File: src/rtl/cosu_pkg.sv
// Package for the cosine similarity unit: widths, defaults, queue entry type,
// back-end state type and the accumulator limit function. No dependencies.
`timescale 1ns / 1ps

package cosu_pkg;

  localparam int DEF_MAX_LEN   = 4096;
  localparam int DEF_ELEM_BITS = 16;

  localparam int IN_W    = 16;
  localparam int COS_W   = 16;
  localparam int ACC_W   = 48;
  localparam int MAG_W   = ACC_W - 1;
  localparam int FRAC_SH = 32;
  localparam int DIV_BITS = MAG_W + FRAC_SH;
  localparam int CNT_W   = $clog2(DIV_BITS);
  localparam int ROOT_STEPS = 32;
  localparam int ROOT_W  = 64;
  localparam int Q_BITS  = 20;

  localparam int Q_DEPTH = 2;
  localparam int Q_PTR_W = $clog2(Q_DEPTH);
  localparam int Q_CNT_W = $clog2(Q_DEPTH + 1);

  typedef struct packed {
    logic signed [ACC_W-1:0] dot;
    logic signed [ACC_W-1:0] norm_a;
    logic signed [ACC_W-1:0] norm_b;
  } cosu_entry_t;

  typedef enum logic [2:0] {
    B_IDLE,
    B_ROOT,
    B_MUL,
    B_DIV,
    B_DONE
  } back_state_t;

  // Smaller of max_len * 2^(2*elem_bits-2) and 2^(ACC_W-1)-1.
  function automatic logic [ACC_W-1:0] acc_limit(input int max_len, input int elem_bits);
    logic [63:0] cap;
    logic [63:0] lim;
    cap = (64'd1 << (ACC_W - 1)) - 64'd1;
    lim = 64'(max_len) << (2 * elem_bits - 2);
    return (lim < cap) ? lim[ACC_W-1:0] : cap[ACC_W-1:0];
  endfunction

endpackage

File: src/rtl/cosu_queue.sv
// Short queue of finished sum triples between the front end and the back end.
// Depends on cosu_pkg.
`timescale 1ns / 1ps

module cosu_queue import cosu_pkg::*; (
  input  logic        clk,
  input  logic        rst,
  input  logic        push,
  input  cosu_entry_t push_data,
  output logic        full,
  input  logic        pop,
  output cosu_entry_t pop_data,
  output logic        not_empty
);

  cosu_entry_t             slots [Q_DEPTH];
  logic [Q_PTR_W-1:0]      wr_ptr;
  logic [Q_PTR_W-1:0]      rd_ptr;
  logic [Q_CNT_W-1:0]      count;
  logic                    do_push;
  logic                    do_pop;

  assign full      = (count == Q_CNT_W'(Q_DEPTH));
  assign not_empty = (count != '0);
  assign do_push   = push && !full;
  assign do_pop    = pop && not_empty;
  assign pop_data  = slots[rd_ptr];

  always_ff @(posedge clk) begin
    if (do_push) begin
      slots[wr_ptr] <= push_data;
    end
  end

  always_ff @(posedge clk) begin
    if (rst) begin
      wr_ptr <= '0;
      rd_ptr <= '0;
      count  <= '0;
    end else begin
      if (do_push) begin
        wr_ptr <= wr_ptr + 1'b1;
      end
      if (do_pop) begin
        rd_ptr <= rd_ptr + 1'b1;
      end
      case ({do_push, do_pop})
        2'b10:   count <= count + 1'b1;
        2'b01:   count <= count - 1'b1;
        default: count <= count;
      endcase
    end
  end

endmodule

File: config.mk
export PLATFORM = sky130hd
export DESIGN_NAME = cosu_queue
export DESIGN_NICKNAME = d
export VERILOG_FILES = /design/src/rtl/cosu_pkg.sv /design/src/rtl/cosu_queue.sv
export SDC_FILE = /design/constraint.sdc
export NUM_CORES = 1
export LEC_CHECK = 0
export ABC_AREA = 1
export ABC_CLOCK_PERIOD_IN_PS = 8200
export BUFFER_PORTS_ARGS = -buffer_cell sky130_fd_sc_hd__buf_2
export CAP_MARGIN = 5
export CORE_UTILIZATION = 35
export DETAILED_ROUTE_END_ITERATION = 8
export HOLD_SLACK_MARGIN = 0.03
export SYNTH_ARGS = -nofsm -noshare
export SYNTH_HDL_FRONTEND = slang
export SYNTH_SLANG_ARGS = --single-unit
File: constraint.sdc
create_clock -name clk -period 8.2 [get_ports clk]
set_clock_uncertainty 0.15 [all_clocks]
set_input_delay 0.41 -clock clk [delete_from_list [all_inputs] [get_ports clk]]
set_output_delay 0.41 -clock clk [all_outputs]
set_load 0.05 [all_outputs]
# [Word level (Yosys, flattened, before mapping)]
# Memories as Yosys holds them, arrays and structs flattened. A register that Yosys moved wholly into a read port is not among the register bits.
# Cells that the tools add are included.
[word_totals] register_bits=4 mem_bits_rw=288 input_bits=148 output_inout_bits=146 elab_cells=21 memories=1
[mem_list] memory="slots" words=2 word_bits=144 rd=1 rd_ports_with_merged_regs=1 write_ports=1 line_no="cosu_queue.sv:16" text="cosu_entry_t slots [Q_DEPTH];"
[op_classes] n_addsub=4 n_eq_ne=3 mux=5 reduce_logical=5
[op_table] op="$eq 2x2->1 const B" count=2
[op_table] op="$mux 1" count=4
[op_table] op="$pmux 2 s2" count=1
[op_table] op="$reduce_bool 2->1" count=2
[op_table] op="$add 1x1->1 const B" count=2
[op_table] op="$add 2x1->2 const B" count=1
[op_table] op="$eq 2x1->1 const B" count=1
[op_table] op="$logic_and 1x1->1" count=2
[op_table] op="$sub 2x1->2 const B" count=1
[op_table] op="$logic_not 1->1" count=1

# [Depth between registers and ports, before layout]
[depth] depth_word=5 mapped_depth=10

# [Least setup slack after synthesis]
# OpenSTA, ideal clock, no wires.
[synth_timing] kind="register to register" start="reg count[0]" end="mem slots[0][0] in the netlist's numbering (enable)" arrival_time_ns=6.834 t_required_ns=7.401 slack_ns=0.567 path_stages_with_launch=5 n_path_buf=0 period_less_slack_ns=7.633 cell_sequence="dfxtp_1 -> nor2_1 -> nor2_1 -> inv_1 -> nor2_1"
[synth_between] elab_chain_len=5
[synth_rtl] element="start: declaration" line_no="cosu_queue.sv:19" text="logic [Q_CNT_W-1:0] count;"
[synth_rtl] element="start signal: assignment" line_no="cosu_queue.sv:48" text="2'b10: count <= count + 1'b1;"
[synth_rtl] element="start signal: assignment" line_no="cosu_queue.sv:49" text="2'b01: count <= count - 1'b1;"
[synth_rtl] element="start signal: assignment" line_no="cosu_queue.sv:50" text="default: count <= count;"
[synth_rtl] element="$eq 2x2->1" line_no="cosu_queue.sv:23" text="assign full = (count == Q_CNT_W'(Q_DEPTH));"
[synth_rtl] element="net full" line_no="cosu_queue.sv:10" text="output logic full,"
[synth_rtl] element="$logic_not 1->1" line_no="cosu_queue.sv:25" text="assign do_push = push && !full;"
[synth_rtl] element="$logic_and 1x1->1" line_no="cosu_queue.sv:25"
[synth_rtl] element="$mux 1" line_no="cosu_queue.sv:30" text="if (do_push) begin"
[synth_rtl] element="$mux 1 (not written as such)" line_no="cosu_queue.sv:31" text="slots[wr_ptr] <= push_data;"
[synth_rtl] element="end: declaration" line_no="cosu_queue.sv:16"
# The timed path passes the listed nets, and every way through them passes these cells.

==> results.toml <==
[run_status]
status = "complete, no violations"

[worst_setup_path]
setup.worst_path.class = "reg2out"
worstPathRequired_ns = 7.64
cp-start-kind = "flop"
cp.arrival_ns = 2.92
endpoint_kind = "output port"
worst-path-max-fanout = 60

[cells_and_area]
fin_cells = 1366
fin_area_um2 = 15100
num-nets-final = 1097
final_layout_size_suffix_gt1_frac = 0.498
fin_util = 0.495
synthToLayoutAreaGrowth_pct = 39.2

[synth]
syn-num-nets = 637
synth_seq_cells = 293
synth.area.top_cells = "edfxtp_1, mux2_2, mux2_4"
ys.warnings.count = 0
yosysTopAreaCellShare = 0.795
synth_area_um2 = 10900
syn_avg_cell_area_um2 = 22.3
synth_seq_area_share = 0.805
syn_inst = 488
yosys.area.top_type = "edfxtp_1"
ys_types = 13

[detailed_routing]
routed_wl_um = 22200
ant_nets = 0
avgViaCountPerCell = 4.42
drc = 0
first_pass_iters = 4
drtIter0Drc = 197
wl_per_cell_um = 16.2
dr_total_vias = 6035

[timing]
finalCritPeriodShare = 0.425
whs_ns = 0.0877
slew_violations = 0
period_minus_slack_ns = 3.48
worst_slack_ns = 4.72
rsz0062_at_grt = "false"
final-setup-viol-count = 0
fin_setup_tns_ns = 0
finalHoldViolCount = 0
max_slew.worst_pin.slew_ns = 1.10
max_slew_margin = 0.265
fmax_mhz = 287

[cts]
htree_levels = 1
clock_latency_ns = 0.55
cts_buffers = 31
clk_pin_slew_ns = 0.06
root_buffer = "clkbuf_16"
cts_buffer_depth = 3
cts_hold_buf = 145
cts_setup_buffers = 0
cts_tree = "yes"
cts.sinks = 293
post_cts_resize_count = 0

[worst_hold_path]
hold_path_class = "in2reg"

[die]
rows = 64
die_x_um = 178
start_util = 0.355
ios = 294
coreArea_um2 = 30600
die_area_um2 = 31800
chipHeight_um = 178

[grt]
antenna_found_initial = 3
first_global_vias = 6468
grt_pass1_wl_um = 33100
grt_max_degree = 91
grt_usage = 0.135
grt_remaining_overflow = 0

[placement]
gp_congestion = 0.678
place.port_buffers = 293
dp_cells = 1166
post-place-ws_ns = 5.21
dp_hpwl_um = 13400
dpl_cell_area_um2 = 12800

[power_and_ir_drop]
power_density_nw_per_um2 = 292
p_total_mw = 4.42
power_leakage_nw = 5.81
ir_worst_vdd_mv = 0.225

[job]
cap_violations = 0
==> power breakdown <==
part	switching (mW)	internal, mW	total, mW
combinational	0.864	0.389	1.25
sequential	0.0524	1.83	1.89
clock	0.530	0.750	1.28
total	1.45	2.97	4.42
==> metal layers <==
| layer | part of all wire | vias up | GRT usage | wire length (um) |
|---|---|---|---|---|
| met3 | 0.082 | 46 | 0.0411 | 1830 |
| met2 | 0.50 | 207 | 0.238 | 11000 |
| li1 | - | 2839 | - | - |
| met1 | 0.40 | 2939 | 0.156 | 8790 |
| met4 | 0.023 | 4 | 0.0441 | 502 |
| met5 | 0.00099 | - | 0 | 22 |
==> state kept, by name, indices dropped and copies added, names as in the netlist, named ones only <==
signal and flops:
count 2, rd_ptr 1, slots 288, wr_ptr 1
==> synth_stat cells, drive strengths merged <==
cell type / instances
nor2: 12
a21oi: 1
mux2: 144
buf: 16
edfxtp: 288
nand4: 1
o21ai: 2
nand2: 8
dfxtp: 5
ha: 1
inv: 10
==> kinds of logic after synthesis <==
kind of cell | after synthesis | synth area share
DFF | 293 | 0.805
muxes | 144 | 0.170
buffers and inverters | 26 | 0.0154
and+or+nand+nor | 21 | 0.00748
AOI/OAI and AO/OA | 3 | 0.00138
adders and majority gates | 1 | 0.00115
==> worst max-delay path, stage by stage, from the launching register on <==
cell and delay [ns]:
dfxtp_4 0.72, buf_4 0.94, mux2_2 0.43, buf_2 0.21
==> layout by cell type, fill, tap and decap left out, types with 2 or more instances in the layout <==
master and n:
clkinv_1 7, mux2_2 84, buf_2 293, inv_6 2
clkbuf_16 31, nor2_1 11, edfxtp_1 288, buf_4 5
bufinv_16 2, inv_1 9, mux2_4 60, clkinv_2 4
dfxtp_1 4, dlygate4sd3_1 145, o21ai_0 2, clkbuf_1 9
nand2_1 8
==> cell type report <==
type                    count  area [um2]
fillers                  2593       15500
repair buffers            443        2960
well taps                 396         495
inverters                  10        42.5
flip-flops and latches    293        8750
clock buffers              40         810
multi-input cells         169        1960
clock inverters            14         115
diodes                      1        2.50
==> worst paths after layout <==
check | cells after the start | from | slack [ns] | to
min reg2reg | 2 | rd_ptr | 0.36 | flop
min | 4 | pop | 0.09 | flop
max reg2reg | 5 | count[0] | 5.37 | slots[1][73]
max | 3 | flop | 4.72 | pop_data[124]
Power figures use the tool's default switching activity.
