File: src/rtl/cosu_pkg.sv
// Package for the cosine similarity unit: widths, defaults, queue entry type,
// back-end state type and the accumulator limit function. No dependencies.
`timescale 1ns / 1ps

package cosu_pkg;

  localparam int DEF_MAX_LEN   = 4096;
  localparam int DEF_ELEM_BITS = 16;

  localparam int IN_W    = 16;
  localparam int COS_W   = 16;
  localparam int ACC_W   = 48;
  localparam int MAG_W   = ACC_W - 1;
  localparam int FRAC_SH = 32;
  localparam int DIV_BITS = MAG_W + FRAC_SH;
  localparam int CNT_W   = $clog2(DIV_BITS);
  localparam int ROOT_STEPS = 32;
  localparam int ROOT_W  = 64;
  localparam int Q_BITS  = 20;

  localparam int Q_DEPTH = 2;
  localparam int Q_PTR_W = $clog2(Q_DEPTH);
  localparam int Q_CNT_W = $clog2(Q_DEPTH + 1);

  typedef struct packed {
    logic signed [ACC_W-1:0] dot;
    logic signed [ACC_W-1:0] norm_a;
    logic signed [ACC_W-1:0] norm_b;
  } cosu_entry_t;

  typedef enum logic [2:0] {
    B_IDLE,
    B_ROOT,
    B_MUL,
    B_DIV,
    B_DONE
  } back_state_t;

  // Smaller of max_len * 2^(2*elem_bits-2) and 2^(ACC_W-1)-1.
  function automatic logic [ACC_W-1:0] acc_limit(input int max_len, input int elem_bits);
    logic [63:0] cap;
    logic [63:0] lim;
    cap = (64'd1 << (ACC_W - 1)) - 64'd1;
    lim = 64'(max_len) << (2 * elem_bits - 2);
    return (lim < cap) ? lim[ACC_W-1:0] : cap[ACC_W-1:0];
  endfunction

endpackage

File: src/rtl/cosu_if.sv
// Channel interfaces of the cosine similarity unit: element pairs in, results out.
// Depends on cosu_pkg.
`timescale 1ns / 1ps

interface cosu_in_if import cosu_pkg::*; ();
  logic                   valid;
  logic                   ready;
  logic signed [IN_W-1:0] elem_a;
  logic signed [IN_W-1:0] elem_b;
  logic                   last;

  modport source (output valid, output elem_a, output elem_b, output last, input ready);
  modport sink   (input valid, input elem_a, input elem_b, input last, output ready);
endinterface


File: src/rtl/cosu_mac.sv
// Front end: registered multiplies and saturating accumulation, one pair per cycle; the last
// pair pushes the three sums, stalling while the queue is full. Depends on cosu_pkg, cosu_if.
`timescale 1ns / 1ps

module cosu_mac import cosu_pkg::*; #(
  parameter int MAX_LEN   = DEF_MAX_LEN,
  parameter int ELEM_BITS = DEF_ELEM_BITS
) (
  input  logic        clk,
  input  logic        rst,
  cosu_in_if.sink     samples,
  output logic        push,
  output cosu_entry_t push_data,
  input  logic        q_full
);

  localparam int PW = 2 * ELEM_BITS;
  localparam logic [ACC_W-1:0] LIM = acc_limit(MAX_LEN, ELEM_BITS);
  localparam logic signed [ACC_W:0] LIM_P = {1'b0, LIM};
  localparam logic signed [ACC_W:0] LIM_N = -LIM_P;

  logic signed [ELEM_BITS-1:0] ea;
  logic signed [ELEM_BITS-1:0] eb;

  if (ELEM_BITS <= IN_W) begin : g_trim
    assign ea = samples.elem_a[ELEM_BITS-1:0];
    assign eb = samples.elem_b[ELEM_BITS-1:0];
  end else begin : g_ext
    assign ea = {{(ELEM_BITS-IN_W){1'b0}}, samples.elem_a};
    assign eb = {{(ELEM_BITS-IN_W){1'b0}}, samples.elem_b};
  end

  logic                 s1_valid;
  logic                 s1_last;
  logic signed [PW-1:0] pab;
  logic signed [PW-1:0] paa;
  logic signed [PW-1:0] pbb;
  logic                 s1_adv;
  logic                 take;

  logic signed [ACC_W-1:0] dot_acc;
  logic signed [ACC_W-1:0] norm_a_acc;
  logic signed [ACC_W-1:0] norm_b_acc;
  logic signed [ACC_W-1:0] dot_next;
  logic signed [ACC_W-1:0] norm_a_next;
  logic signed [ACC_W-1:0] norm_b_next;

  function automatic logic signed [ACC_W-1:0] sat_add(input logic signed [ACC_W-1:0] acc,
                                                      input logic signed [PW-1:0] term);
    logic signed [ACC_W:0] s;
    s = {acc[ACC_W-1], acc} + {{(ACC_W+1-PW){term[PW-1]}}, term};
    if (s > LIM_P) begin
      s = LIM_P;
    end else if (s < LIM_N) begin
      s = LIM_N;
    end
    return s[ACC_W-1:0];
  endfunction

  assign s1_adv        = s1_valid && (!s1_last || !q_full);
  assign samples.ready = !s1_valid || !s1_last || !q_full;
  assign take          = samples.valid && samples.ready;

  always_ff @(posedge clk) begin
    if (rst) begin
      s1_valid <= 1'b0;
    end else if (take) begin
      s1_valid <= 1'b1;
    end else if (s1_adv) begin
      s1_valid <= 1'b0;
    end
  end

  always_ff @(posedge clk) begin
    if (take) begin
      s1_last <= samples.last;
      pab     <= PW'(ea) * PW'(eb);
      paa     <= PW'(ea) * PW'(ea);
      pbb     <= PW'(eb) * PW'(eb);
    end
  end

  always_comb begin
    dot_next    = sat_add(dot_acc, pab);
    norm_a_next = sat_add(norm_a_acc, paa);
    norm_b_next = sat_add(norm_b_acc, pbb);
  end

  assign push             = s1_valid && s1_last && !q_full;
  assign push_data.dot    = dot_next;
  assign push_data.norm_a = norm_a_next;
  assign push_data.norm_b = norm_b_next;

  always_ff @(posedge clk) begin
    if (rst) begin
      dot_acc    <= '0;
      norm_a_acc <= '0;
      norm_b_acc <= '0;
    end else if (s1_adv) begin
      if (s1_last) begin
        dot_acc    <= '0;
        norm_a_acc <= '0;
        norm_b_acc <= '0;
      end else begin
        dot_acc    <= dot_next;
        norm_a_acc <= norm_a_next;
        norm_b_acc <= norm_b_next;
      end
    end
  end

endmodule

File: src/flat_wrapper.sv
// flat-port wrapper written by rule: the top's interface ports become plain ports
module cosu_mac_flat import cosu_pkg::*;
#(
  parameter int MAX_LEN   = DEF_MAX_LEN,
  parameter int ELEM_BITS = DEF_ELEM_BITS
)
  (clk, rst, push, push_data, q_full, samples_valid, samples_elem_a, samples_elem_b, samples_last, samples_ready);
  cosu_in_if samples_i ();
  input  logic clk;
  input  logic rst;
  output logic push;
  output cosu_entry_t push_data;
  input  logic q_full;
  input wire logic [$bits(samples_i.valid)-1:0] samples_valid;
  input wire logic [$bits(samples_i.elem_a)-1:0] samples_elem_a;
  input wire logic [$bits(samples_i.elem_b)-1:0] samples_elem_b;
  input wire logic [$bits(samples_i.last)-1:0] samples_last;
  output wire logic [$bits(samples_i.ready)-1:0] samples_ready;
  assign samples_i.valid = samples_valid;
  assign samples_i.elem_a = samples_elem_a;
  assign samples_i.elem_b = samples_elem_b;
  assign samples_i.last = samples_last;
  assign samples_ready = samples_i.ready;
  cosu_mac #(.MAX_LEN(MAX_LEN), .ELEM_BITS(ELEM_BITS)) u_core (.clk(clk), .rst(rst), .samples(samples_i), .push(push), .push_data(push_data), .q_full(q_full));
endmodule
File: config.mk
export PLATFORM = sky130hd
export DESIGN_NAME = cosu_mac_flat
export DESIGN_NICKNAME = d
export VERILOG_FILES = /design/src/rtl/cosu_pkg.sv /design/src/rtl/cosu_if.sv /design/src/rtl/cosu_mac.sv /design/src/flat_wrapper.sv
export SDC_FILE = /design/constraint.sdc
export NUM_CORES = 2
export LEC_CHECK = 0
export ABC_CLOCK_PERIOD_IN_PS = 6500
export BUFFER_PORTS_ARGS = -buffer_cell sky130_fd_sc_hd__buf_2
export CAP_MARGIN = 20
export CORE_MARGIN = 3
export CORE_UTILIZATION = 35
export DETAILED_ROUTE_END_ITERATION = 7
export PLACE_DENSITY = 0.59
export SLEW_MARGIN = 10
export SYNTH_ARGS = -nofsm -noshare
export SYNTH_HDL_FRONTEND = slang
export SYNTH_SLANG_ARGS = --single-unit
File: constraint.sdc
create_clock -name clk -period 6.5 [get_ports clk]
set_input_delay 0.325 -clock clk [delete_from_list [all_inputs] [get_ports clk]]
set_output_delay 0.325 -clock clk [all_outputs]
set_load 0.05 [all_outputs]
# --- Word-level counts from Yosys, hierarchy flattened ---
# Cells that the tools add are included.
classes:
  mul: 3
  add_sub_neg: 3
  order_cmp: 6
  muxes: 11
  n_reduce_logical: 11
ops:
  columns: ["operator", "n"]
  rows:
  - ["$mux W48", 9]
  - ["$add A48 B32 Y49", 3]
  - ["$gt A49 B44 Y1 const B", 3]
  - ["$lt A49 B43 Y1 const B", 3]
  - ["$mul A16 B16 Y32", 3]
  - ["$logic_and A1 B1 Y1", 4]
  - ["$logic_not A1 Y1", 3]
  - ["$logic_or A1 B1 Y1", 3]
  - ["$mux W1", 2]
  - ["$reduce_bool A2 Y1", 1]
word_totals:
  regBits: 242
  elab_cells: 42
  output_inout_bits: 146
  input_bits: 37

# --- Logic depth before layout (Yosys ltp) ---
logic_depth:
  word_depth: 5
  depth_mapped: 28
  ltp_nobuf: 27

# --- Worst setup path before layout ---
# No wires, ideal clock.
synth_path:
  kind: "input port to flip-flop"
  startpoint: "input port samples_elem_b[1]"
  endpoint: "register u_core.pbb[30] (data pin)"
  setup_ns: 0.262
  path_slack_ns: -0.125
  t_arrival_ns: 6.363
  path_stages: 25
  path_cell_list: "clkbuf_1 clkbuf_1 and2_1 fa_1 fa_1 fa_1 fa_1 fa_1 inv_1 fa_1 inv_1 ha_1 clkbuf_1 a21o_1 a21o_1 a21oi_1 nor2_1 o21ai_0 nand2b_1 a21o_1 a21oi_1 nor2_1 a2111oi_0 a21oi_1 xor2_1"
synth_via:
  elab_chain_cells: 1
synth_lines:
  columns: ["element", "line_no", "rtl"]
  rows:
  - ["start: declaration", "flat_wrapper.sv:16", "input wire logic [$bits(samples_i.elem_b)-1:0] samples_elem_b;"]
  - ["$mul A16 B16 Y32", "cosu_mac.sv:79", "pbb <= PW'(eb) * PW'(eb);"]
  - ["end signal: assignment", "cosu_mac.sv:79", null]
  - ["end: declaration", "cosu_mac.sv:37", "logic signed [PW-1:0] pbb;"]
# Every way passes these cells.
# A chain may end at the register's enable or synchronous reset.

==> results_dict.tcl <==
set metrics [dict create \
    skew_ns 0.0274 \
    multiInputGateArea_um2 35200 \
    routed_wl_um 121000 \
    fin_cells 7270 \
    start_util 0.354 \
    cp.required_ns 6.17 \
    max-cap-violations 0 \
    slew_headroom 0.391 \
    synth_edf_count 95 \
    status "finished, final reports clean" \
    worstPathMaxFanout 27 \
    min_period_ns 6.19 \
    r2r_cells 15 \
    antenna_found_initial 16 \
    synth_top_cell_area_share 0.322 \
    final.setup.tns_ns 0 \
    endpoint_kind "output port" \
    synth_fp_nets 6394 \
    num_rows 131 \
    r2r_start "u_core.pab[0]$_DFFE_PP_" \
    dpl.hpwl_um 103000 \
    syn-instance-count 5220 \
    grt_pass1_wl_um 199000 \
    die_h_um 366 \
    async_reset_ff_frac 0 \
    cts_tree "done" \
    fillers 13000 \
    drt_iter0_drc 2365 \
    crit_arrival_ns 5.87 \
    track_usage 0.180 \
    r2r_end "u_core.dot_acc[11]$_SDFFE_PP0P_" \
    grt_max_degree 59 \
    clock-sinks 240 \
    drive_gt1_frac 0.112 \
    rsz0062_at_grt "no" \
    clock_latency_ns 0.62 \
    placed_cell_area_um2 50000 \
    die_w_um 366 \
    first_pass_iters 6 \
    max_freq_ghz 0.162 \
    antenna_left 0 \
    hold_viol_final 0 \
    yosys.area.top_type "fa_1" \
    drv_slew 0 \
    setup_viol 0 \
    synth_area_um2 45400 \
    io_buffers 182 \
    critical_path_class "reg -> out" \
    synth.area.top_cells "fa_1 32%, ha_1 11%, inv_1 7.9%" \
    tightest_slew_ns 0.912 \
    synth_warnings 0 \
    period_share 0.952 \
    ys_seq_area_frac 0.127 \
    wl_met2_um 57800 \
    dp.cells 7196 \
    min-delay-start "rst" \
    hold_depth 2 \
    ios 183 \
    core_area_um2 128000 \
    remaining_drc_errors 0 \
    cts-root-buf "clkbuf_16" \
    grt_pass1_vias 37400 \
    cts_max_path_buffers 3 \
    ff_latch_area_um2 5760 \
    met3_length_um 5190 \
    rrSetupSlack_ns 1.09 \
    routedWlPerCell_um 16.6 \
    synth_ff_type "dfxtp_1" \
    whs_endpoint "u_core.dot_acc[42]$_SDFFE_PP0P_" \
    top_layer "met5" \
    synth_cell_type_count 86 \
    grt_overflow_total 0 \
    hold_class "in -> reg" \
    final_area_um2 51200 \
    syn_area_per_cell_um2 8.70 \
    m1WireLength_um 54900 \
    ys_ff_latch 240 \
    gp_congestion 0.893 \
    clk_pin_slew_ns 0.06 \
    cts_buffers 31 \
    post_drt_via_cell_ratio 4.98 \
    syn_to_final_growth_pct 12.9 \
    hold_ws_ns 0.205 \
    critPathLaunchType "flop" \
    vias 36200 \
    h-tree-depth 1 \
    fin_nets 6680 \
    die_area_um2 134000 \
]
-- flip-flops by register name, summed over array words and instances (netlist names) --
register           flops
u_core.s1_last         1
u_core.dot_acc        48
u_core.norm_a_acc     48
u_core.s1_valid        1
u_core.paa            31
u_core.pab            32
u_core.norm_b_acc     48
u_core.pbb            31
-- metal layers --
layer  up-vias  GRT usage
li1      17400          -
met1     17900      0.246
met2       737      0.310
met3       133     0.0143
met4         6     0.0424
met5         -          0
-- per-stage QoR --
| stage | util | setup WS [ns] |
|---|---|---|
| floorplan | - | -0.0282 |
| finish | 0.400 | 0.309 |
| detailed placement | 0.390 | -0.300 |
| global placement | 0.390 | -0.162 |
| CTS | 0.399 | 0.0504 |
| global route | 0.399 | 0.0198 |
-- critical path, stage by stage, from the launching register on --
cell and delay [ns]:
edfxtp_1 0.38, ha_1 0.24, fa_1 0.43, a211oi_1 0.38
o21ai_0 0.16, a31oi_1 0.29, xor2_1 0.29, nand4_1 0.13
nor4bb_1 0.56, nand4_1 0.23, and4b_1 0.29, nand4_1 0.18
or4b_1 0.65, o31a_2 0.57, nor2b_1 0.18, buf_2 0.27
-- repair_timing --
| action | in CTS | in global routing |
|---|---|---|
| gates resized for setup | 0 | 4 |
| setup buffers | 0 | 2 |
| setup endpoints to repair | 0 | 74 |
| endpoints found under the hold margin | 2 | 0 |
| hold buffers | 3 | 0 |
-- cells in the final DEF, fill, tap and decap left out, types with 69 or more instances in the layout --
cell      count
nor2_1      315
fa_1        729
buf_4       284
xor2_1       69
ha_1        407
inv_1       958
edfxtp_1     95
a21o_1      102
nand2_1     595
and2_1      203
o21ai_0     142
a21oi_1     246
buf_2       182
o31ai_1      87
xnor2_1     171
dfxtp_1     145
-- how the worst max path moves through the flow --
stage | endpoint | cells after the start | start | slack (ns)
CTS | push_data[98] | 16 | u_core.pab[0]$_DFFE_PP_ | 0.05
floorplan | u_core.pbb[30]$_DFFE_PP_ | 25 | samples_elem_b[1] | -0.03
detailed placement | u_core.paa[31]$_DFFE_PP_ | 23 | samples_elem_a[9] | -0.30
global placement | u_core.paa[31]$_DFFE_PP_ | 23 | samples_elem_a[9] | -0.16
global route | push_data[137] | 16 | u_core.pab[0]$_DFFE_PP_ | 0.02
finish | push_data[117] | 15 | u_core.pab[0]$_DFFE_PP_ | 0.31
-- cell usage after synthesis (23+ instances only) --
library cell    n
a21oi_1       247
a211oi_1       30
or2_2          25
o21ai_0       143
clkbuf_1      216
nand2b_1       38
a31oi_1        34
nor3_1         54
ha_1          407
nor2b_1        56
xor2_1         69
and2_1        204
inv_1         958
xnor2_1       171
o21bai_1       48
and3_1         25
edfxtp_1       95
nand4_1        56
nand2_1       595
fa_1          730
o211ai_1       23
nor2_1        315
o21a_1         23
o31ai_1        87
nand3_1        47
a21o_1        102
dfxtp_1       145
-- cells by family (layout without fill, tap and decap cells) --
| kind of cell | count (synthesis) | after routing | share of synthesized area |
|---|---|---|---|
| AOI/OAI and AO/OA | 909 | 910 | 0.136 |
| DFF | 240 | 240 | 0.127 |
| adders and majority gates | 1137 | 1137 | 0.434 |
| other | 0 | 10 | 0 |
| xor gates and xnor gates | 240 | 240 | 0.0463 |
| buffers and inverters | 1191 | 1501 | 0.0991 |
| and+or+nand+nor | 1496 | 1496 | 0.156 |
| muxes | 7 | 7 | 0.00160 |
-- cell type report --
type | instances | share of cell area
inverters | 963 | 0.0706
repair buffers | 480 | 0.0643
clock inverters | 20 | 0.00657
multi-input cells | 3790 | 0.687
clock buffers | 38 | 0.0162
well taps | 1729 | 0.0422
flip-flops and latches | 240 | 0.112
diodes | 10 | 0.000489
Power is left out: the tool's default activity adds up to more than one toggle a clock period on the data nets, which glitch-free logic cannot reach.
