`src/rtl/cosu_pkg.sv`:
```
// Package for the cosine similarity unit: widths, defaults, queue entry type,
// back-end state type and the accumulator limit function. No dependencies.
`timescale 1ns / 1ps

package cosu_pkg;

  localparam int DEF_MAX_LEN   = 4096;
  localparam int DEF_ELEM_BITS = 16;

  localparam int IN_W    = 16;
  localparam int COS_W   = 16;
  localparam int ACC_W   = 48;
  localparam int MAG_W   = ACC_W - 1;
  localparam int FRAC_SH = 32;
  localparam int DIV_BITS = MAG_W + FRAC_SH;
  localparam int CNT_W   = $clog2(DIV_BITS);
  localparam int ROOT_STEPS = 32;
  localparam int ROOT_W  = 64;
  localparam int Q_BITS  = 20;

  localparam int Q_DEPTH = 2;
  localparam int Q_PTR_W = $clog2(Q_DEPTH);
  localparam int Q_CNT_W = $clog2(Q_DEPTH + 1);

  typedef struct packed {
    logic signed [ACC_W-1:0] dot;
    logic signed [ACC_W-1:0] norm_a;
    logic signed [ACC_W-1:0] norm_b;
  } cosu_entry_t;

  typedef enum logic [2:0] {
    B_IDLE,
    B_ROOT,
    B_MUL,
    B_DIV,
    B_DONE
  } back_state_t;

  // Smaller of max_len * 2^(2*elem_bits-2) and 2^(ACC_W-1)-1.
  function automatic logic [ACC_W-1:0] acc_limit(input int max_len, input int elem_bits);
    logic [63:0] cap;
    logic [63:0] lim;
    cap = (64'd1 << (ACC_W - 1)) - 64'd1;
    lim = 64'(max_len) << (2 * elem_bits - 2);
    return (lim < cap) ? lim[ACC_W-1:0] : cap[ACC_W-1:0];
  endfunction

endpackage

```
`src/rtl/cosu_if.sv`:
```


interface cosu_out_if import cosu_pkg::*; ();
  logic                    valid;
  logic                    ready;
  logic signed [COS_W-1:0] cosine;
  logic                    zero_norm;

  modport source (output valid, output cosine, output zero_norm, input ready);
  modport sink   (input valid, input cosine, input zero_norm, output ready);
endinterface

```
`src/rtl/cosu_back.sv`:
```
// Back end: bit-serial square roots of both norms, one multiply, then a restoring
// divide one quotient bit per cycle; rounds, saturates and holds the result. Depends on cosu_pkg, cosu_if.
`timescale 1ns / 1ps

module cosu_back import cosu_pkg::*; (
  input  logic        clk,
  input  logic        rst,
  input  logic        q_valid,
  input  cosu_entry_t q_data,
  output logic        pop,
  cosu_out_if.source  results
);

  localparam logic [Q_BITS:0]  Q_CAP   = {1'b1, {Q_BITS{1'b0}}};
  localparam logic [Q_BITS:0]  NEG_MAX = (Q_BITS + 1)'(1 << (COS_W - 1));
  localparam logic [Q_BITS:0]  POS_MAX = (Q_BITS + 1)'((1 << (COS_W - 1)) - 1);

  back_state_t st, st_next;

  logic [CNT_W-1:0]    cnt;
  logic                zflag;
  logic                dot_neg;
  logic [MAG_W-1:0]    mag;
  logic [ROOT_W-1:0]   xa, xb, ra, rb, bitm;
  logic [ROOT_W-1:0]   ta, tb;
  logic                ge_a, ge_b;
  logic [ROOT_W-1:0]   dv;
  logic [ROOT_W-1:0]   rem;
  logic [ROOT_W:0]     rs;
  logic                qb;
  logic [DIV_BITS-1:0] nsh;
  logic [Q_BITS-1:0]   qv;
  logic                big;
  logic                is_zero;
  logic [ACC_W-1:0]    dot_abs;
  logic                out_free;

  logic [Q_BITS:0]     qfull_v;
  logic [Q_BITS:0]     rnd;
  logic [Q_BITS:0]     rc;
  logic [COS_W-1:0]    cos_calc;

  logic                out_valid;
  logic [COS_W-1:0]    out_cos;
  logic                out_zn;

  assign out_free = !out_valid || results.ready;
  assign is_zero  = (q_data.norm_a == '0) || (q_data.norm_b == '0);
  assign dot_abs  = q_data.dot[ACC_W-1] ? -q_data.dot : q_data.dot;

  assign ta   = ra + bitm;
  assign tb   = rb + bitm;
  assign ge_a = (xa >= ta);
  assign ge_b = (xb >= tb);

  assign rs = {rem, nsh[DIV_BITS-1]};
  assign qb = (rs >= {1'b0, dv});

  always_ff @(posedge clk) begin
    if (rst) begin
      st <= B_IDLE;
    end else begin
      st <= st_next;
    end
  end

  always_comb begin
    st_next = st;
    pop     = 1'b0;
    case (st)
      B_IDLE: begin
        if (q_valid) begin
          pop     = 1'b1;
          st_next = is_zero ? B_DONE : B_ROOT;
        end
      end
      B_ROOT: begin
        if (cnt == '0) st_next = B_MUL;
      end
      B_MUL: begin
        st_next = B_DIV;
      end
      B_DIV: begin
        if (cnt == '0) st_next = B_DONE;
      end
      B_DONE: begin
        if (out_free) st_next = B_IDLE;
      end
      default: st_next = B_IDLE;
    endcase
  end

  always_ff @(posedge clk) begin
    case (st)
      B_IDLE: begin
        if (q_valid) begin
          zflag   <= is_zero;
          dot_neg <= q_data.dot[ACC_W-1];
          mag     <= dot_abs[MAG_W-1:0];
          xa      <= {1'b0, q_data.norm_a[MAG_W-1:0], 16'd0};
          xb      <= {1'b0, q_data.norm_b[MAG_W-1:0], 16'd0};
          ra      <= '0;
          rb      <= '0;
          bitm    <= ROOT_W'(1) << (2 * ROOT_STEPS - 2);
          cnt     <= CNT_W'(ROOT_STEPS - 1);
        end
      end
      B_ROOT: begin
        xa   <= ge_a ? xa - ta : xa;
        xb   <= ge_b ? xb - tb : xb;
        ra   <= ge_a ? (ra >> 1) + bitm : ra >> 1;
        rb   <= ge_b ? (rb >> 1) + bitm : rb >> 1;
        bitm <= bitm >> 2;
        cnt  <= cnt - 1'b1;
      end
      B_MUL: begin
        dv  <= ROOT_W'(ra[ROOT_W/2-1:0]) * ROOT_W'(rb[ROOT_W/2-1:0]);
        nsh <= {mag, {FRAC_SH{1'b0}}};
        rem <= '0;
        qv  <= '0;
        big <= 1'b0;
        cnt <= CNT_W'(DIV_BITS - 1);
      end
      B_DIV: begin
        rem <= qb ? ROOT_W'(rs - {1'b0, dv}) : rs[ROOT_W-1:0];
        qv  <= {qv[Q_BITS-2:0], qb};
        big <= big || (qb && (cnt >= CNT_W'(Q_BITS)));
        nsh <= nsh << 1;
        cnt <= cnt - 1'b1;
      end
      default: begin
      end
    endcase
  end

  always_comb begin
    qfull_v = big ? Q_CAP : {1'b0, qv};
    rnd     = (qfull_v + 1'b1) >> 1;
    if (dot_neg) begin
      rc       = (rnd > NEG_MAX) ? NEG_MAX : rnd;
      cos_calc = COS_W'(~rc + 1'b1);
    end else begin
      rc       = (rnd > POS_MAX) ? POS_MAX : rnd;
      cos_calc = rc[COS_W-1:0];
    end
    if (zflag) begin
      cos_calc = '0;
    end
  end

  always_ff @(posedge clk) begin
    if (rst) begin
      out_valid <= 1'b0;
    end else if (st == B_DONE && out_free) begin
      out_valid <= 1'b1;
    end else if (results.ready) begin
      out_valid <= 1'b0;
    end
  end

  always_ff @(posedge clk) begin
    if (st == B_DONE && out_free) begin
      out_cos <= cos_calc;
      out_zn  <= zflag;
    end
  end

  assign results.valid     = out_valid;
  assign results.cosine    = out_cos;
  assign results.zero_norm = out_zn;

endmodule

```
`src/flat_wrapper.sv`:
```
// flat-port wrapper written by rule: the top's interface ports become plain ports
module cosu_back_flat import cosu_pkg::*;
  (clk, rst, q_valid, q_data, pop, results_valid, results_cosine, results_zero_norm, results_ready);
  cosu_out_if results_i ();
  input  logic clk;
  input  logic rst;
  input  logic q_valid;
  input  cosu_entry_t q_data;
  output logic pop;
  output wire logic [$bits(results_i.valid)-1:0] results_valid;
  output wire logic [$bits(results_i.cosine)-1:0] results_cosine;
  output wire logic [$bits(results_i.zero_norm)-1:0] results_zero_norm;
  input wire logic [$bits(results_i.ready)-1:0] results_ready;
  assign results_valid = results_i.valid;
  assign results_cosine = results_i.cosine;
  assign results_zero_norm = results_i.zero_norm;
  assign results_i.ready = results_ready;
  cosu_back u_core (.clk(clk), .rst(rst), .q_valid(q_valid), .q_data(q_data), .pop(pop), .results(results_i));
endmodule
```
`config.mk`:
```
export PLATFORM = sky130hd
export DESIGN_NAME = cosu_back_flat
export DESIGN_NICKNAME = d
export VERILOG_FILES = /design/src/rtl/cosu_pkg.sv /design/src/rtl/cosu_if.sv /design/src/rtl/cosu_back.sv /design/src/flat_wrapper.sv
export SDC_FILE = /design/constraint.sdc
export NUM_CORES = 2
export LEC_CHECK = 0
export ABC_CLOCK_PERIOD_IN_PS = 10900
export BUFFER_PORTS_ARGS = -buffer_cell sky130_fd_sc_hd__buf_2
export CAP_MARGIN = 20
export CORE_ASPECT_RATIO = 0.6
export CORE_MARGIN = 2
export CORE_UTILIZATION = 50
export CTS_CLUSTER_DIAMETER = 120
export DETAILED_ROUTE_END_ITERATION = 10
export PLACE_DENSITY_LB_ADDON = 0.3
export SETUP_SLACK_MARGIN = 0.4
export SYNTH_ARGS = -nofsm -noshare
export SYNTH_HDL_FRONTEND = slang
export SYNTH_SLANG_ARGS = --single-unit
```
`constraint.sdc`:
```
create_clock -name clk -period 10.9 [get_ports clk]
set_clock_uncertainty 0.15 [all_clocks]
set_input_delay 2.18 -clock clk [delete_from_list [all_inputs] [get_ports clk]]
set_output_delay 2.18 -clock clk [all_outputs]
set_load 0.05 [all_outputs]
```
== Word-level counts from Yosys, hierarchy flattened ==
Index checks and enable logic that the tools add are counted.

* Add/subtract/negate cells: 11
* $mul: 1
* Order comparisons: 6
* Eq/ne operators: 10
* Mux-type cells: 35
* Bitwise operators: 1
* Reduce and logical (&&, ||, !) cells: 21

{| class="wikitable"
|+ Operators by type and width
! kind !! number
|-
| $pmux 64 s2 || 6
|-
| $mux 64 || 9
|-
| $sub 64x64->64 || 3
|-
| $pmux 79 s2 || 1
|-
| $add 63x64->64 || 2
|-
| $add 64x64->64 || 2
|-
| $ge 64x64->1 || 2
|-
| $logic_not 48->1 || 2
|-
| $ge 65x64->1 || 1
|-
| $mul 32x32->64 || 1
|-
| $mux 16 || 3
|-
| $mux 47 || 1
|-
| $neg 47->47 || 1
|-
| $pmux 20 s2 || 1
|-
| $add 21x1->21 const B || 1
|-
| $mux 21 || 1
|-
| $pmux 7 s3 || 1
|-
| $gt 20x15->1 const B || 1
|-
| $gt 20x16->1 const B || 1
|-
| $add 16x1->16 const B || 1
|-
| $not 16->16 || 1
|-
| $mux 3 || 5
|-
| $pmux 3 s5 || 1
|-
| $ne 2x1->1 const B || 5
|-
| 20 further kinds || 32
|}

* Register bits after elaboration: 625
* Input port bits: 148
* Output and inout bits: 19
* Logic and storage cells: 103

== Longest topological paths before layout ==
* Depth in word-level cells: 7
* Depth in mapped cells: 32
* Depth with buffers taken out: 29

== Worst setup path after synthesis ==
Ideal clock, no wire load.

* Path type: reg2reg
* From: reg u_core.bitm[16]
* To: reg u_core.xa[0], enable pin
* Setup time: 0.507 ns
* Data arrival time: 7.945 ns
* Required time: 10.243 ns
* Slack: 2.298 ns
* Stages on the path, launching flop included: 23
* Buffers on the path: 3
* Period minus slack after synthesis: 8.602 ns
* Cells stage by stage: edfxtp_1 -> ha_1 -> and4_1 -> or4b_1 -> o211ai_1 -> o211ai_1 -> o31ai_2 -> a31oi_1 -> and3_1 -> o31ai_1 -> nor2b_1 -> o21ai_0 -> xor2_1 -> ha_1 -> clkbuf_1 -> nand4_1 -> nor2_1 -> and4_1 -> a221o_1 -> o21ba_2 -> clkbuf_1 -> clkbuf_1 -> a21oi_1

* Longest elaborated chain between the ends: 4

{| class="wikitable"
|+ RTL lines
! what !! line !! source
|-
| start, declared || cosu_back.sv:24 || <nowiki>logic [ROOT_W-1:0] xa, xb, ra, rb, bitm;</nowiki>
|-
| start signal, assigned || cosu_back.sv:104 || <nowiki>bitm <= ROOT_W'(1) << (2 * ROOT_STEPS - 2);</nowiki>
|-
| start signal, assigned || cosu_back.sv:113 || <nowiki>bitm <= bitm >> 2;</nowiki>
|-
| $add 64x64->64 || cosu_back.sv:51 || <nowiki>assign ta = ra + bitm;</nowiki>
|-
| $ge 64x64->1 || cosu_back.sv:53 || <nowiki>assign ge_a = (xa >= ta);</nowiki>
|-
| $ne 2x1->1 (no source line) || -- ||
|-
| $reduce_and 3->1 (no source line) || -- ||
|-
| end signal, assigned || cosu_back.sv:100 || <nowiki>xa <= {1'b0, q_data.norm_a[MAG_W-1:0], 16'd0};</nowiki>
|-
| end signal, assigned || cosu_back.sv:109 || <nowiki>xa <= ge_a ? xa - ta : xa;</nowiki>
|-
| end, declared || cosu_back.sv:24 ||
|}

No other way between the ends.
A chain may end at the register's enable or synchronous reset.

== Worst setup path after layout ==
* From: reg u_core.rb[8]
* To: reg u_core.dv[63] (data pin)

* Longest elaborated chain between the ends: 1

{| class="wikitable"
|+ RTL lines
! what !! line !! source
|-
| start, declared || cosu_back.sv:24 ||
|-
| start signal, assigned || cosu_back.sv:112 || <nowiki>rb <= ge_b ? (rb >> 1) + bitm : rb >> 1;</nowiki>
|-
| $mul 32x32->64 || cosu_back.sv:117 || <nowiki>dv <= ROOT_W'(ra[ROOT_W/2-1:0]) * ROOT_W'(rb[ROOT_W/2-1:0]);</nowiki>
|-
| end signal, assigned || cosu_back.sv:117 ||
|-
| end, declared || cosu_back.sv:27 || <nowiki>logic [ROOT_W-1:0] dv;</nowiki>
|}

No other way between the ends.

==> reports/results.ini <==
[synthesis]
seq_area_frac_synth=0.2180
synth.area.top_cells=fa_1 23%, edfxtp_1 22%, ha_1 9.6%, nand2_1 5.3%, and2_1 5.2%
synth_top_cell_area_share=0.2335
syn_area_um2=77080
synth-edff-count=557
ys_top_cells_by_count=1,088 x nand2_1, 1,054 x inv_1, 899 x fa_1
netlist_instances=8564
synth_seq_cells=561
yosysMostFrequentCell=nand2_1
yosysUniqueCellTypes=91
synth_nets=10203
syn_avg_cell_area_um2=9.000
yosysWarnings=0
synth_ff_type=edfxtp_1
async_flop_share=0
yosysTopAreaCell=fa_1

[clock_tree]
clk_pin_slew_ns=0.08
hold_buffers=0
clk_latency_ns=0.72
cts_max_level=2
cts_tree=yes
post_cts_resized=0
cts_sinks=561
cts_root_buf=clkbuf_16
postCtsSetupBuffers=0
ctsLongestPathBuffers=3
numCtsBuffers=57

[detailed_routing]
drt-total-wl_um=226800
route.detailed.drc=0
viasPerCell=5.988
drtAntennaViolNets=0
drtIter0Drc=7601
routedWlPerCell_um=21.50
firstDrtPassIters=6
vias=63178

[timing]
max_freq_ghz=0.1045
worstMarginPinSlew_ns=1.219
setup_tns_ns=0
setup_violations=0
min_period_ns=9.570
hold_viol=0
fin_crit_sh=0.8780
slew_violations=0
rsz0062_at_grt=no
slew_headroom=0.1874
setup_ws_ns=1.330

[cells_and_area]
nets=10098
syn2layout_area_growth_pct=6.454
drive_above_1_share=0.05678
n_fill_cell=13728

[run]
max_cap_viol_count=0

[floorplanning]
start_util=0.5041
pin_count=167
die_x_um=510.9
core-area_um2=152900
die_area_um2=157400
rows=111
die_h_um=308.1

[worst_setup_path]
critical_path_class=register to register
cp.required_ns=11.15
critPathSlowestCell=edfxtp_1
path_common_cell=fa_1
worstPathMaxFanout=21
cp-end-kind=register
slowest_delay_ns=1.03
arrival_ns=9.82
setup.worst_path.start_class=register

[placed_design]
gp_congestion=0.9800
dp_hpwl_um=177600
port_buffers=166
pre_cts_ws_ns=1.635

[grt]
antenna_found_initial=20
grt_pass1_wl_um=357800
grt_pass1_vias=61491
grt_usage=0.2879
grt_overflow=0
grt_start_max_net_pins=125

[status]
outcome=complete, no violations

[worst_hold_path]
hp-class=register to register

-- layout by cell type (no fill, tap or decap), types with 252 or more instances in the layout --
cell type,netlist,layout
inv_1,1054,1052
a21oi_1,399,397
o21ai_0,380,380
nand2_1,1088,1087
edfxtp_1,557,557
xor2_1,252,252
and2_1,642,641
fa_1,899,899
ha_1,592,592
xnor2_1,278,278
nor2_1,448,447
-- through the flow --
step           instance area, um^2  instances  hold WS (ns)    util
5_1_grt                      82030      10541        0.3629  0.5365
3_3_place_gp                 79760      10431        0.3366  0.5216
6_report                     82050      10550        0.3504  0.5366
4_1_cts                      82000      10540        0.3353  0.5363
2_1_floorplan                77080       8564        0.3336       -
3_5_place_dp                 79770      10433        0.3426  0.5217
-- critical path, delay by kind of cell, from the launching register on --
kind,cells,cell delay [ns]
compound gates,8,2.90
xor+xnor,1,0.15
fa+ha+maj,9,3.79
buf+inv,5,0.74
flops,1,1.03
simple gates,3,0.50
-- area by class of cell --
class | count | area (um^2) | area share
antenna | 9 | 22.52 | 0.0002745
clock buffer | 68 | 1518 | 0.01850
clock inverter | 39 | 720.7 | 0.008783
inverter | 1055 | 3973 | 0.04841
multi-input combinational | 6494 | 54670 | 0.6662
sequential | 561 | 16810 | 0.2048
tap | 2034 | 2545 | 0.03102
timing repair buffer | 290 | 1802 | 0.02196
-- final timing paths --
check	from	end	slack [ns]	cells past startpoint
hold reg to reg	u_core.mag[3]	u_core.nsh[35]	0.35	2
hold / removal	u_core.mag[3]	u_core.nsh[35]	0.35	2
setup / recovery	u_core.rb[8]	u_core.dv[63]	1.33	26
setup reg to reg	u_core.rb[8]	u_core.dv[63]	1.33	26
-- routing by layer --
metal	up-vias	global-route usage	routed length, um
li1	28405	-	-
met1	31151	0.4555	106700
met2	3298	0.3867	86790
met3	302	0.08234	29230
met4	22	0.04866	3823
met5	-	0	253
-- kinds of logic (layout without fill, tap and decap cells) --
| family | count (synthesis) | in the layout | synth area share |
|---|---|---|---|
| XOR/XNOR | 530 | 530 | 0.06022 |
| other | 0 | 9 | 0 |
| buffers and inverters | 1509 | 1452 | 0.07392 |
| multiplexers | 62 | 62 | 0.008100 |
| AND/OR/NAND/NOR | 2810 | 2810 | 0.1774 |
| AO/OA/AOI/OAI | 1601 | 1601 | 0.1328 |
| flip-flops | 561 | 561 | 0.2180 |
| adder cells (fa/ha/maj) | 1491 | 1491 | 0.3296 |
-- registers in the layout (all words and copies together), names as in the netlist --
signal / flops
u_core.xa: 64
u_core.qv: 20
u_core.st: 3
u_core.cnt: 7
u_core.bitm: 32
u_core.ra: 64
u_core.zflag: 1
u_core.dot_neg: 1
u_core.results.zero_norm: 1
u_core.big: 1
u_core.xb: 64
u_core.results.cosine: 16
u_core.rem: 64
u_core.nsh: 47
u_core.results.valid: 1
u_core.rb: 64
u_core.mag: 47
u_core.dv: 64
Power is not shown: default switching activity piles up to over one toggle a cycle in this logic, so the estimate is an artifact.
